File: config.mk
export PLATFORM = sky130hd
export DESIGN_NAME = fern_ifs_point_plotter_flat
export DESIGN_NICKNAME = d
export VERILOG_FILES = /design/src/sv/fern_pkg.sv /design/src/sv/fern_if.sv /design/src/sv/fern_ctrl.sv /design/src/sv/fern_dp.sv /design/src/sv/fern_ifs_point_plotter.sv /design/src/flat_wrapper.sv
export SDC_FILE = /design/constraint.sdc
export NUM_CORES = 2
export LEC_CHECK = 0
export BUFFER_PORTS_ARGS = -buffer_cell sky130_fd_sc_hd__buf_2
export CELL_PAD_IN_SITES_DETAIL_PLACEMENT = 1
export CELL_PAD_IN_SITES_GLOBAL_PLACEMENT = 1
export CORE_ASPECT_RATIO = 1.4
export CORE_MARGIN = 5
export CORE_UTILIZATION = 45
export CTS_CLUSTER_SIZE = 40
export DETAILED_ROUTE_END_ITERATION = 7
export PLACE_DENSITY_LB_ADDON = 0.1
export SLEW_MARGIN = 20
export SYNTH_ARGS = -nofsm -noshare
export SYNTH_HDL_FRONTEND = slang
export SYNTH_HIERARCHICAL = 1
export SYNTH_SLANG_ARGS = --single-unit
File: constraint.sdc
create_clock -name clk_i -period 25.1 [get_ports clk_i]
set_input_delay 0 -clock clk_i [delete_from_list [all_inputs] [get_ports clk_i]]
set_output_delay 0 -clock clk_i [all_outputs]
set_load 0.02 [all_outputs]
File: src/sv/fern_pkg.sv
// Shared types, constants and coefficient table for the fern point plotter.
package fern_pkg;

  localparam int IMG_W   = 1024;
  localparam int IMG_H   = 1024;

  localparam int PT_W    = 22;   // Q5.16 point width
  localparam int SCALE_W = 32;   // Q16.16 pixels-per-unit width
  localparam int RAND_W  = 16;
  localparam int PIX_W   = 10;
  localparam int CFG_IDX_W  = 4;
  localparam int CFG_DATA_W = 32;
  localparam int MUL_A_W = PT_W + 1;
  localparam int MUL_B_W = SCALE_W + 1;
  localparam int PROD_W  = MUL_A_W + MUL_B_W;
  localparam int FRAC_W  = 16;
  localparam int SUM_W   = PROD_W - FRAC_W + 1;
  localparam int PIXQ_W  = PROD_W - 32;   // floor(product / 2^32)

  localparam int Q_MAX = 2097151;
  localparam int Q_MIN = -2097152;

  // map select thresholds: 0.01, 0.86, 0.93 of 65536
  localparam logic [RAND_W-1:0] THR_FROND = 16'd656;
  localparam logic [RAND_W-1:0] THR_LEFT  = 16'd56361;
  localparam logic [RAND_W-1:0] THR_RIGHT = 16'd60949;

  localparam logic signed [PT_W-1:0] VIEW_LEFT_RST = -22'sd196608;
  localparam logic signed [PT_W-1:0] VIEW_TOP_RST  = 22'sd688128;
  localparam logic [SCALE_W-1:0]     XPPU_RST      = 32'd11184810;
  localparam logic [SCALE_W-1:0]     YPPU_RST      = 32'd6100806;

  typedef enum logic [1:0] {
    MAP_STEM  = 2'd0,
    MAP_FROND = 2'd1,
    MAP_LEFT  = 2'd2,
    MAP_RIGHT = 2'd3
  } map_e;

  typedef enum logic [CFG_IDX_W-1:0] {
    REG_VIEW_LEFT = 4'd0,
    REG_VIEW_TOP  = 4'd1,
    REG_XPPU      = 4'd2,
    REG_YPPU      = 4'd3
  } cfg_reg_e;

  typedef enum logic [2:0] {
    ST_IDLE,
    ST_XA,
    ST_XB,
    ST_YA,
    ST_YB,
    ST_PX,
    ST_PY,
    ST_DONE
  } state_e;

  typedef enum logic [2:0] {
    MUL_XA,
    MUL_XB,
    MUL_YA,
    MUL_YB,
    MUL_COL,
    MUL_ROW
  } mul_sel_e;

  typedef struct packed {
    logic     take_in;   // capture map select from the input word
    logic     mul_en;    // load product register
    mul_sel_e mul_sel;
    logic     acc_load;  // acc <= product
    logic     x_done;    // new x <= sat(floor(acc + product) + offset)
    logic     y_done;
    logic     col_load;
    logic     out_load;  // load result register and commit the point
  } cmd_t;

  typedef struct packed {
    logic signed [16:0] ax;
    logic signed [16:0] bx;
    logic signed [17:0] offx;
    logic signed [16:0] ay;
    logic signed [16:0] by;
    logic signed [17:0] offy;
  } coef_t;

  function automatic coef_t fern_coef(input map_e m);
    coef_t c;
    c = '0;
    unique case (m)
      MAP_STEM: begin
        c.ax = 17'sd0;      c.bx = 17'sd0;      c.offx = 18'sd0;
        c.ay = 17'sd0;      c.by = 17'sd10486;  c.offy = 18'sd0;
      end
      MAP_FROND: begin
        c.ax = 17'sd55706;  c.bx = 17'sd2621;   c.offx = 18'sd0;
        c.ay = -17'sd2621;  c.by = 17'sd55706;  c.offy = 18'sd104858;
      end
      MAP_LEFT: begin
        c.ax = 17'sd13107;  c.bx = -17'sd17039; c.offx = 18'sd0;
        c.ay = 17'sd15073;  c.by = 17'sd14418;  c.offy = 18'sd104858;
      end
      MAP_RIGHT: begin
        c.ax = -17'sd9830;  c.bx = 17'sd18350;  c.offx = 18'sd0;
        c.ay = 17'sd17039;  c.by = 17'sd15729;  c.offy = 18'sd28836;
      end
      default: c = '0;
    endcase
    return c;
  endfunction

endpackage

File: src/sv/fern_if.sv
// Channel interfaces: input word, result word and configuration writes.
interface fern_in_if;
  logic                          valid;
  logic                          ready;
  logic [fern_pkg::RAND_W-1:0]   random_fraction;
  modport source (output valid, output random_fraction, input ready);
  modport sink   (input valid, input random_fraction, output ready);
endinterface

interface fern_out_if;
  logic                             valid;
  logic                             ready;
  logic [fern_pkg::PIX_W-1:0]       pixel_col;
  logic [fern_pkg::PIX_W-1:0]       pixel_row;
  logic                             in_view;
  logic signed [fern_pkg::PT_W-1:0] new_point_x;
  logic signed [fern_pkg::PT_W-1:0] new_point_y;
  logic [1:0]                       map_used;
  modport source (output valid, output pixel_col, output pixel_row, output in_view,
                  output new_point_x, output new_point_y, output map_used, input ready);
  modport sink   (input valid, input pixel_col, input pixel_row, input in_view,
                  input new_point_x, input new_point_y, input map_used, output ready);
endinterface

interface fern_cfg_if;
  logic                             valid;
  logic                             ready;
  logic [fern_pkg::CFG_IDX_W-1:0]   index;
  logic [fern_pkg::CFG_DATA_W-1:0]  data;
  modport source (output valid, output index, output data, input ready);
  modport sink   (input valid, input index, input data, output ready);
endinterface

File: src/sv/fern_ctrl.sv
// Sequencer: steps the shared multiplier through the affine and pixel products.
module fern_ctrl (
  input  logic           clk_i,
  input  logic           rst_ni,
  input  logic           in_valid_i,
  output logic           in_ready_o,
  input  logic           out_ready_i,
  output logic           out_valid_o,
  output fern_pkg::cmd_t cmd_o
);

  fern_pkg::state_e state_q, state_d;
  logic             out_valid_q, out_valid_d;

  always_ff @(posedge clk_i or negedge rst_ni) begin
    if (!rst_ni) begin
      state_q     <= fern_pkg::ST_IDLE;
      out_valid_q <= 1'b0;
    end else begin
      state_q     <= state_d;
      out_valid_q <= out_valid_d;
    end
  end

  always_comb begin
    state_d    = state_q;
    cmd_o      = '0;
    cmd_o.mul_sel = fern_pkg::MUL_XA;
    in_ready_o = 1'b0;
    unique case (state_q)
      fern_pkg::ST_IDLE: begin
        in_ready_o = 1'b1;
        if (in_valid_i) begin
          cmd_o.take_in = 1'b1;
          state_d       = fern_pkg::ST_XA;
        end
      end
      fern_pkg::ST_XA: begin
        cmd_o.mul_en  = 1'b1;
        cmd_o.mul_sel = fern_pkg::MUL_XA;
        state_d       = fern_pkg::ST_XB;
      end
      fern_pkg::ST_XB: begin
        cmd_o.mul_en   = 1'b1;
        cmd_o.mul_sel  = fern_pkg::MUL_XB;
        cmd_o.acc_load = 1'b1;
        state_d        = fern_pkg::ST_YA;
      end
      fern_pkg::ST_YA: begin
        cmd_o.mul_en  = 1'b1;
        cmd_o.mul_sel = fern_pkg::MUL_YA;
        cmd_o.x_done  = 1'b1;
        state_d       = fern_pkg::ST_YB;
      end
      fern_pkg::ST_YB: begin
        cmd_o.mul_en   = 1'b1;
        cmd_o.mul_sel  = fern_pkg::MUL_YB;
        cmd_o.acc_load = 1'b1;
        state_d        = fern_pkg::ST_PX;
      end
      fern_pkg::ST_PX: begin
        cmd_o.mul_en  = 1'b1;
        cmd_o.mul_sel = fern_pkg::MUL_COL;
        cmd_o.y_done  = 1'b1;
        state_d       = fern_pkg::ST_PY;
      end
      fern_pkg::ST_PY: begin
        cmd_o.mul_en   = 1'b1;
        cmd_o.mul_sel  = fern_pkg::MUL_ROW;
        cmd_o.col_load = 1'b1;
        state_d        = fern_pkg::ST_DONE;
      end
      fern_pkg::ST_DONE: begin
        // hold the row product until the result register frees up
        if (!out_valid_q || out_ready_i) begin
          cmd_o.out_load = 1'b1;
          state_d        = fern_pkg::ST_IDLE;
        end
      end
      default: state_d = fern_pkg::ST_IDLE;
    endcase
  end

  always_comb begin
    out_valid_d = out_valid_q;
    if (cmd_o.out_load) begin
      out_valid_d = 1'b1;
    end else if (out_ready_i) begin
      out_valid_d = 1'b0;
    end
  end

  assign out_valid_o = out_valid_q;

endmodule

File: src/sv/fern_dp.sv
// Datapath: point state, view registers, shared multiplier, result register.
module fern_dp (
  input  logic                                clk_i,
  input  logic                                rst_ni,
  input  fern_pkg::cmd_t                      cmd_i,
  input  logic [fern_pkg::RAND_W-1:0]         random_fraction_i,
  input  logic                                cfg_we_i,
  input  logic [fern_pkg::CFG_IDX_W-1:0]      cfg_index_i,
  input  logic [fern_pkg::CFG_DATA_W-1:0]     cfg_data_i,
  output logic [fern_pkg::PIX_W-1:0]          pixel_col_o,
  output logic [fern_pkg::PIX_W-1:0]          pixel_row_o,
  output logic                                in_view_o,
  output logic signed [fern_pkg::PT_W-1:0]    new_point_x_o,
  output logic signed [fern_pkg::PT_W-1:0]    new_point_y_o,
  output logic [1:0]                          map_used_o
);

  localparam int PT_W   = fern_pkg::PT_W;
  localparam int PROD_W = fern_pkg::PROD_W;
  localparam int SUM_W  = fern_pkg::SUM_W;
  localparam int PIXQ_W = fern_pkg::PIXQ_W;
  localparam logic signed [SUM_W-1:0] SAT_HI = SUM_W'(fern_pkg::Q_MAX);
  localparam logic signed [SUM_W-1:0] SAT_LO = SUM_W'(fern_pkg::Q_MIN);

  logic signed [PT_W-1:0]    pt_x_q, pt_y_q;
  logic signed [PT_W-1:0]    view_left_q, view_top_q;
  logic [fern_pkg::SCALE_W-1:0] xppu_q, yppu_q;
  fern_pkg::map_e            map_q, map_d;

  logic signed [PROD_W-1:0]  prod_q, prod_d, acc_q;
  logic signed [PT_W-1:0]    nx_q, ny_q, sat_x, sat_y;
  logic signed [PIXQ_W-1:0]  col_q, row_w;

  logic signed [fern_pkg::MUL_A_W-1:0] mul_a;
  logic signed [fern_pkg::MUL_B_W-1:0] mul_b;
  fern_pkg::coef_t           coef;
  logic                      vis;

  logic [fern_pkg::PIX_W-1:0] out_col_q, out_row_q;
  logic                       out_vis_q;
  logic signed [PT_W-1:0]     out_x_q, out_y_q;
  logic [1:0]                 out_map_q;

  // floor(sum / 2^16) + offset, clamped to the Q5.16 range
  function automatic logic signed [PT_W-1:0] sat_step(
    input logic signed [PROD_W-1:0] s,
    input logic signed [17:0]       off
  );
    logic signed [SUM_W-1:0] v;
    logic signed [PT_W-1:0]  r;
    v = SUM_W'($signed(s[PROD_W-1:fern_pkg::FRAC_W])) + SUM_W'(off);
    if (v > SAT_HI) begin
      r = PT_W'(SAT_HI);
    end else if (v < SAT_LO) begin
      r = PT_W'(SAT_LO);
    end else begin
      r = v[PT_W-1:0];
    end
    return r;
  endfunction

  always_comb begin
    if (random_fraction_i < fern_pkg::THR_FROND) begin
      map_d = fern_pkg::MAP_STEM;
    end else if (random_fraction_i < fern_pkg::THR_LEFT) begin
      map_d = fern_pkg::MAP_FROND;
    end else if (random_fraction_i < fern_pkg::THR_RIGHT) begin
      map_d = fern_pkg::MAP_LEFT;
    end else begin
      map_d = fern_pkg::MAP_RIGHT;
    end
  end

  assign coef = fern_pkg::fern_coef(map_q);

  always_comb begin
    mul_a = fern_pkg::MUL_A_W'(pt_x_q);
    mul_b = fern_pkg::MUL_B_W'(coef.ax);
    case (cmd_i.mul_sel)
      fern_pkg::MUL_XA: begin
        mul_a = fern_pkg::MUL_A_W'(pt_x_q);
        mul_b = fern_pkg::MUL_B_W'(coef.ax);
      end
      fern_pkg::MUL_XB: begin
        mul_a = fern_pkg::MUL_A_W'(pt_y_q);
        mul_b = fern_pkg::MUL_B_W'(coef.bx);
      end
      fern_pkg::MUL_YA: begin
        mul_a = fern_pkg::MUL_A_W'(pt_x_q);
        mul_b = fern_pkg::MUL_B_W'(coef.ay);
      end
      fern_pkg::MUL_YB: begin
        mul_a = fern_pkg::MUL_A_W'(pt_y_q);
        mul_b = fern_pkg::MUL_B_W'(coef.by);
      end
      fern_pkg::MUL_COL: begin
        mul_a = fern_pkg::MUL_A_W'(nx_q) - fern_pkg::MUL_A_W'(view_left_q);
        mul_b = $signed({1'b0, xppu_q});
      end
      fern_pkg::MUL_ROW: begin
        mul_a = fern_pkg::MUL_A_W'(view_top_q) - fern_pkg::MUL_A_W'(ny_q);
        mul_b = $signed({1'b0, yppu_q});
      end
      default: begin
        mul_a = '0;
        mul_b = '0;
      end
    endcase
  end

  assign prod_d = mul_a * mul_b;
  assign sat_x  = sat_step(acc_q + prod_q, coef.offx);
  assign sat_y  = sat_step(acc_q + prod_q, coef.offy);
  assign row_w  = prod_q[PROD_W-1:32];

  assign vis = !col_q[PIXQ_W-1] && (col_q[PIXQ_W-2:0] < (PIXQ_W-1)'(fern_pkg::IMG_W)) &&
               !row_w[PIXQ_W-1] && (row_w[PIXQ_W-2:0] < (PIXQ_W-1)'(fern_pkg::IMG_H));

  // point state and view registers
  always_ff @(posedge clk_i or negedge rst_ni) begin
    if (!rst_ni) begin
      pt_x_q      <= '0;
      pt_y_q      <= '0;
      view_left_q <= fern_pkg::VIEW_LEFT_RST;
      view_top_q  <= fern_pkg::VIEW_TOP_RST;
      xppu_q      <= fern_pkg::XPPU_RST;
      yppu_q      <= fern_pkg::YPPU_RST;
    end else begin
      if (cmd_i.out_load) begin
        pt_x_q <= nx_q;
        pt_y_q <= ny_q;
      end
      if (cfg_we_i) begin
        unique case (cfg_index_i)
          fern_pkg::REG_VIEW_LEFT: view_left_q <= cfg_data_i[PT_W-1:0];
          fern_pkg::REG_VIEW_TOP:  view_top_q  <= cfg_data_i[PT_W-1:0];
          fern_pkg::REG_XPPU:      xppu_q      <= cfg_data_i;
          fern_pkg::REG_YPPU:      yppu_q      <= cfg_data_i;
          default: ;  // unmapped index, write dropped
        endcase
      end
    end
  end

  always_ff @(posedge clk_i) begin
    if (cmd_i.take_in)  map_q  <= map_d;
    if (cmd_i.mul_en)   prod_q <= prod_d;
    if (cmd_i.acc_load) acc_q  <= prod_q;
    if (cmd_i.x_done)   nx_q   <= sat_x;
    if (cmd_i.y_done)   ny_q   <= sat_y;
    if (cmd_i.col_load) col_q  <= prod_q[PROD_W-1:32];
    if (cmd_i.out_load) begin
      out_col_q <= vis ? col_q[fern_pkg::PIX_W-1:0] : '0;
      out_row_q <= vis ? row_w[fern_pkg::PIX_W-1:0] : '0;
      out_vis_q <= vis;
      out_x_q   <= nx_q;
      out_y_q   <= ny_q;
      out_map_q <= map_q;
    end
  end

  assign pixel_col_o   = out_col_q;
  assign pixel_row_o   = out_row_q;
  assign in_view_o     = out_vis_q;
  assign new_point_x_o = out_x_q;
  assign new_point_y_o = out_y_q;
  assign map_used_o    = out_map_q;

endmodule

File: src/sv/fern_ifs_point_plotter.sv
// Top level of the fern point plotter: sequencer plus datapath.
//
//   channel   dir   word
//   in_i      in    random_fraction[15:0]
//   out_o     out   pixel_col, pixel_row, in_view, new_point_x, new_point_y, map_used
//   cfg_i     in    index[3:0], data[31:0] (0 view_left, 1 view_top, 2/3 x/y scale)
//
// Each word is handled alone, from accept to the next accept: six passes through
// the single 23x33 multiplier (two affine products per coordinate, then column
// and row), then the result register is loaded and the sequencer returns to idle.
// Reset puts the point at the origin and loads the default view; no clear pass.
// A stalled result holds in its register; a finished word waits in the last
// step until that register frees up. Config writes are always taken.
module fern_ifs_point_plotter (
  input  logic       clk_i,
  input  logic       rst_ni,
  fern_in_if.sink    in_i,
  fern_out_if.source out_o,
  fern_cfg_if.sink   cfg_i
);

  fern_pkg::cmd_t cmd;

  assign cfg_i.ready = 1'b1;

  fern_ctrl u_ctrl (
    .clk_i       (clk_i),
    .rst_ni      (rst_ni),
    .in_valid_i  (in_i.valid),
    .in_ready_o  (in_i.ready),
    .out_ready_i (out_o.ready),
    .out_valid_o (out_o.valid),
    .cmd_o       (cmd)
  );

  fern_dp u_dp (
    .clk_i             (clk_i),
    .rst_ni            (rst_ni),
    .cmd_i             (cmd),
    .random_fraction_i (in_i.random_fraction),
    .cfg_we_i          (cfg_i.valid),
    .cfg_index_i       (cfg_i.index),
    .cfg_data_i        (cfg_i.data),
    .pixel_col_o       (out_o.pixel_col),
    .pixel_row_o       (out_o.pixel_row),
    .in_view_o         (out_o.in_view),
    .new_point_x_o     (out_o.new_point_x),
    .new_point_y_o     (out_o.new_point_y),
    .map_used_o        (out_o.map_used)
  );

endmodule

File: src/flat_wrapper.sv
// flat-port wrapper written by rule: the top's interface ports become plain ports
module fern_ifs_point_plotter_flat 
  (clk_i, rst_ni, in_i_valid, in_i_random_fraction, in_i_ready, out_o_valid, out_o_pixel_col, out_o_pixel_row, out_o_in_view, out_o_new_point_x, out_o_new_point_y, out_o_map_used, out_o_ready, cfg_i_valid, cfg_i_index, cfg_i_data, cfg_i_ready);
  fern_in_if in_i_i ();
  fern_out_if out_o_i ();
  fern_cfg_if cfg_i_i ();
  input  logic clk_i;
  input  logic rst_ni;
  input wire logic [$bits(in_i_i.valid)-1:0] in_i_valid;
  input wire logic [$bits(in_i_i.random_fraction)-1:0] in_i_random_fraction;
  output wire logic [$bits(in_i_i.ready)-1:0] in_i_ready;
  output wire logic [$bits(out_o_i.valid)-1:0] out_o_valid;
  output wire logic [$bits(out_o_i.pixel_col)-1:0] out_o_pixel_col;
  output wire logic [$bits(out_o_i.pixel_row)-1:0] out_o_pixel_row;
  output wire logic [$bits(out_o_i.in_view)-1:0] out_o_in_view;
  output wire logic [$bits(out_o_i.new_point_x)-1:0] out_o_new_point_x;
  output wire logic [$bits(out_o_i.new_point_y)-1:0] out_o_new_point_y;
  output wire logic [$bits(out_o_i.map_used)-1:0] out_o_map_used;
  input wire logic [$bits(out_o_i.ready)-1:0] out_o_ready;
  input wire logic [$bits(cfg_i_i.valid)-1:0] cfg_i_valid;
  input wire logic [$bits(cfg_i_i.index)-1:0] cfg_i_index;
  input wire logic [$bits(cfg_i_i.data)-1:0] cfg_i_data;
  output wire logic [$bits(cfg_i_i.ready)-1:0] cfg_i_ready;
  assign in_i_i.valid = in_i_valid;
  assign in_i_i.random_fraction = in_i_random_fraction;
  assign in_i_ready = in_i_i.ready;
  assign out_o_valid = out_o_i.valid;
  assign out_o_pixel_col = out_o_i.pixel_col;
  assign out_o_pixel_row = out_o_i.pixel_row;
  assign out_o_in_view = out_o_i.in_view;
  assign out_o_new_point_x = out_o_i.new_point_x;
  assign out_o_new_point_y = out_o_i.new_point_y;
  assign out_o_map_used = out_o_i.map_used;
  assign out_o_i.ready = out_o_ready;
  assign cfg_i_i.valid = cfg_i_valid;
  assign cfg_i_i.index = cfg_i_index;
  assign cfg_i_i.data = cfg_i_data;
  assign cfg_i_ready = cfg_i_i.ready;
  fern_ifs_point_plotter u_core (.clk_i(clk_i), .rst_ni(rst_ni), .in_i(in_i_i), .out_o(out_o_i), .cfg_i(cfg_i_i));
endmodule
==> summary.txt <==
Floorplan
  – Rows: 141
  – Total Die Area: 113000 um2
  – Chip height: 396 um
  – Starting density of the core: 0.454
  – Core area: 106000 um2
  – Ports: 127
  – Die Width: 286 um

Worst setup path
  – Max FO, Critical Path: 34
  – Kind of end point of the critical path: flip-flop
  – Critical Path AT: 12.79 ns
  – Worst path slowest cell: a221o_2
  – Critical Path RT: 25.44 ns
  – Cell mode on critical path: fa_1
  – CP max stage delay: 0.78 ns
  – Startpoint types: flip-flop
  – Critical path class: reg -> reg

CTS
  – Postcts setup bufs: 0
  – Clk buf depth: 3
  – CTS tree: yes
  – Clk slew on worst S/H paths: 0.07 ns
  – Clock Root Buffer: clkbuf_16
  – H-tree level count: 2
  – CTS Buf Count: 45
  – CTS Hold Bufs: 51
  – # clock sinks: 405
  – CTS resizes: 0
  – Worst-skew pair later-pin latency: 0.63 ns

Timing
  – Final Hold Vio Count: 0
  – Tcrit/Tclk final: 0.496
  – RSZ-0062 raised after global routing: no
  – Max_slew headroom: 0.220
  – Slew Viols, Final: 0
  – Final Setup Violations: 0
  – Worst Skew: 0.0503 ns
  – Setup TNS: 0 ns
  – F_max: 0.0803 GHz
  – Tmin final: between 10 and 15 ns
  – Worst-Margin Slew: roughly 1.2 ns

Synth
  – Area leader, netlist: fa_1
  – Asr flop ratio synth: 0.385
  – Commonest cells post-synth: inv_1 (952), fa_1 (779), nand2_1 (691), nor2_1 (265), ha_1 (261)
  – Warnings from Yosys: 6
  – Syn Std Cell Area: 48000 um2
  – Leading post-synthesis cells by cell area: fa_1 (33%), edfxtp_1 (16%), inv_1 (7.4%)
  – Yosys top cell area share: 0.325
  – Post-synth EDFFs: 249
  – Post-Syn Nets: 5977
  – Sequential cell area fraction in the yosys report: 0.238
  – Post-synthesis cell count: 4880
  – Avg Cell Area, Syn: 9.83 um2
  – Synthesis-stage register bit count: 405
  – Top_reg_cell synth: edfxtp_1
  – Most frequent cell after synthesis: inv_1
  – Yosys cell types: around 100

Run
  – Max-cap violations: 0

Routing
  – Vias: roughly 36k
  – Drt first pass iters: 5
  – Routed vias/inst: 5.59
  – ANT nets after route: 0
  – Routed length per placed instance: 25.2 um
  – Final wirelength: 160 mm
  – Remaining routing DRC violations: 0
  – DR iter-0 viols: around 1.8k

Global routing
  – First-pass GRT wire length: 245 mm
  – Largest net degree at the start of global routing: 94
  – GRT overflow: 0
  – Initial antenna violation count: 7
  – Vias in the first global route: 40.0k
  – All-Layer GR Usage: 0.286

Cells and area
  – Area delta synth->final: 9.15%
  – Layout net count: 6064
  – Fraction of layout cells with a size suffix above 1: 0.109

Status
  – Status: finished, final reports clean

Place
  – Buffers on Ports: 125
  – HPWL Detailed: 128 mm
  – Gpl congestion: about 0.88

Min path
  – HP Class: in -> async
cells by family (layout without fill, tap and decap cells):
kind of cell,Yosys count,count (layout),synth area share
compound gates,615,615,0.0863
xor+xnor,155,155,0.0285
fa+ha+maj,1040,1040,0.393
buf+inv,1166,1290,0.0923
flops,405,405,0.238
mux,158,158,0.0364
other cells,1,6,0.0000782
simple gates,1340,1340,0.125
cell usage in the layout (no fill, tap or decap), types with 16 or more instances in the layout:
master	Yosys	layout
nor2b_1	34	34
dfstp_2	32	32
buf_2	3	124
and3_1	26	26
xor2_1	46	46
o21ai_0	110	108
o21ai_1	25	16
nor4_1	23	22
nand4_1	20	20
o21a_1	16	16
a221oi_1	24	22
dfrtp_1	124	124
a21oi_1	152	148
and2_1	99	97
xnor2_1	108	108
buf_4	3	76
mux2i_1	25	25
nor3_1	38	36
a31oi_1	25	23
inv_1	952	952
fa_1	779	779
dlygate4sd3_1	0	51
edfxtp_1	249	249
ha_1	261	261
a21o_1	63	62
o21bai_1	27	27
or3_1	16	16
o21ai_2	12	23
nor2_1	265	259
nand2_1	691	691
clkbuf_16	0	45
nand3_1	39	37
nand2b_1	42	42
a221o_1	19	17
mux2_2	132	132
layer usage:
layer | vias to the layer above | GRT usage | share of wire
met5 | - | 0 | 0.00017
met4 | 4 | 0.194 | 0.087
met3 | 404 | 0.0238 | 0.031
met2 | 817 | 0.538 | 0.54
met1 | 18747 | 0.302 | 0.34
li1 | 15609 | - | -
final timing paths:
path	from	to	slack [ns]	cells after the start
worst min-delay path	rst_ni	u_core/u_dp/view_left_q[8]	0.09	2
worst max register to register	u_core/u_dp/ny_q[0]	u_core/u_dp/prod_q[55]	12.65	44
worst min register to register	u_core/u_dp/prod_q[9]	u_core/u_dp/acc_q[9]	0.46	0
max in group asynchronous	rst_ni	u_core/u_dp/xppu_q[22]	23.60	3
min in group clk_i	cfg_i_valid	u_core/u_dp/view_top_q[16]	0.16	5
worst max-delay path	u_core/u_dp/ny_q[0]	u_core/u_dp/prod_q[55]	12.65	44
critical path: cells and delay by family, from the launching register on:
kind	cells	cell delay [ns]
xor gates and xnor gates	1	0.14
and+or+nand+nor	5	0.78
buffers and inverters	7	0.61
DFF	1	0.40
adders and majority gates	10	3.99
AOI/OAI and AO/OA	21	6.22
stage by stage:
stage               worst slack [ns]  cell area [um2]  hold slack, ns  cells   util
floorplan                      14.26            48000          -0.296   4880      -
global placement               12.90            50300           0.169   6226  0.476
detailed placement             12.81            50300           0.171   6226  0.476
CTS                            12.66            52300          0.0533   6361  0.495
global route                   11.85            52300           0.148   6362  0.495
finish                         12.65            52400          0.0913   6367  0.495
state kept, by name, summed over array words and instances, names as in the netlist, 2 cells and up:
register / count
u_core/u_ctrl/state_q: 3
u_core/u_dp/acc_q: 56
u_core/u_dp/col_q: 24
u_core/u_dp/map_q: 2
u_core/u_dp/map_used_o: 2
u_core/u_dp/new_point_x_o: 22
u_core/u_dp/new_point_y_o: 22
u_core/u_dp/nx_q: 22
u_core/u_dp/ny_q: 22
u_core/u_dp/pixel_col_o: 10
u_core/u_dp/pixel_row_o: 10
u_core/u_dp/prod_q: 56
u_core/u_dp/pt_x_q: 22
u_core/u_dp/pt_y_q: 22
u_core/u_dp/view_left_q: 22
u_core/u_dp/view_top_q: 22
u_core/u_dp/xppu_q: 32
u_core/u_dp/yppu_q: 32
cell type report:
cell class	instances	area, um2
multi-input combinational	3309	32400
fill	11802	53300
antenna	5	12.5
clock inverter	27	367
clock buffer	57	1200
inverter	953	3580
tap	1358	1700
timing repair buffer	253	1720
sequential	405	11400
Power is not shown: default switching activity piles up to over one toggle a cycle in this logic, so the estimate is an artifact.
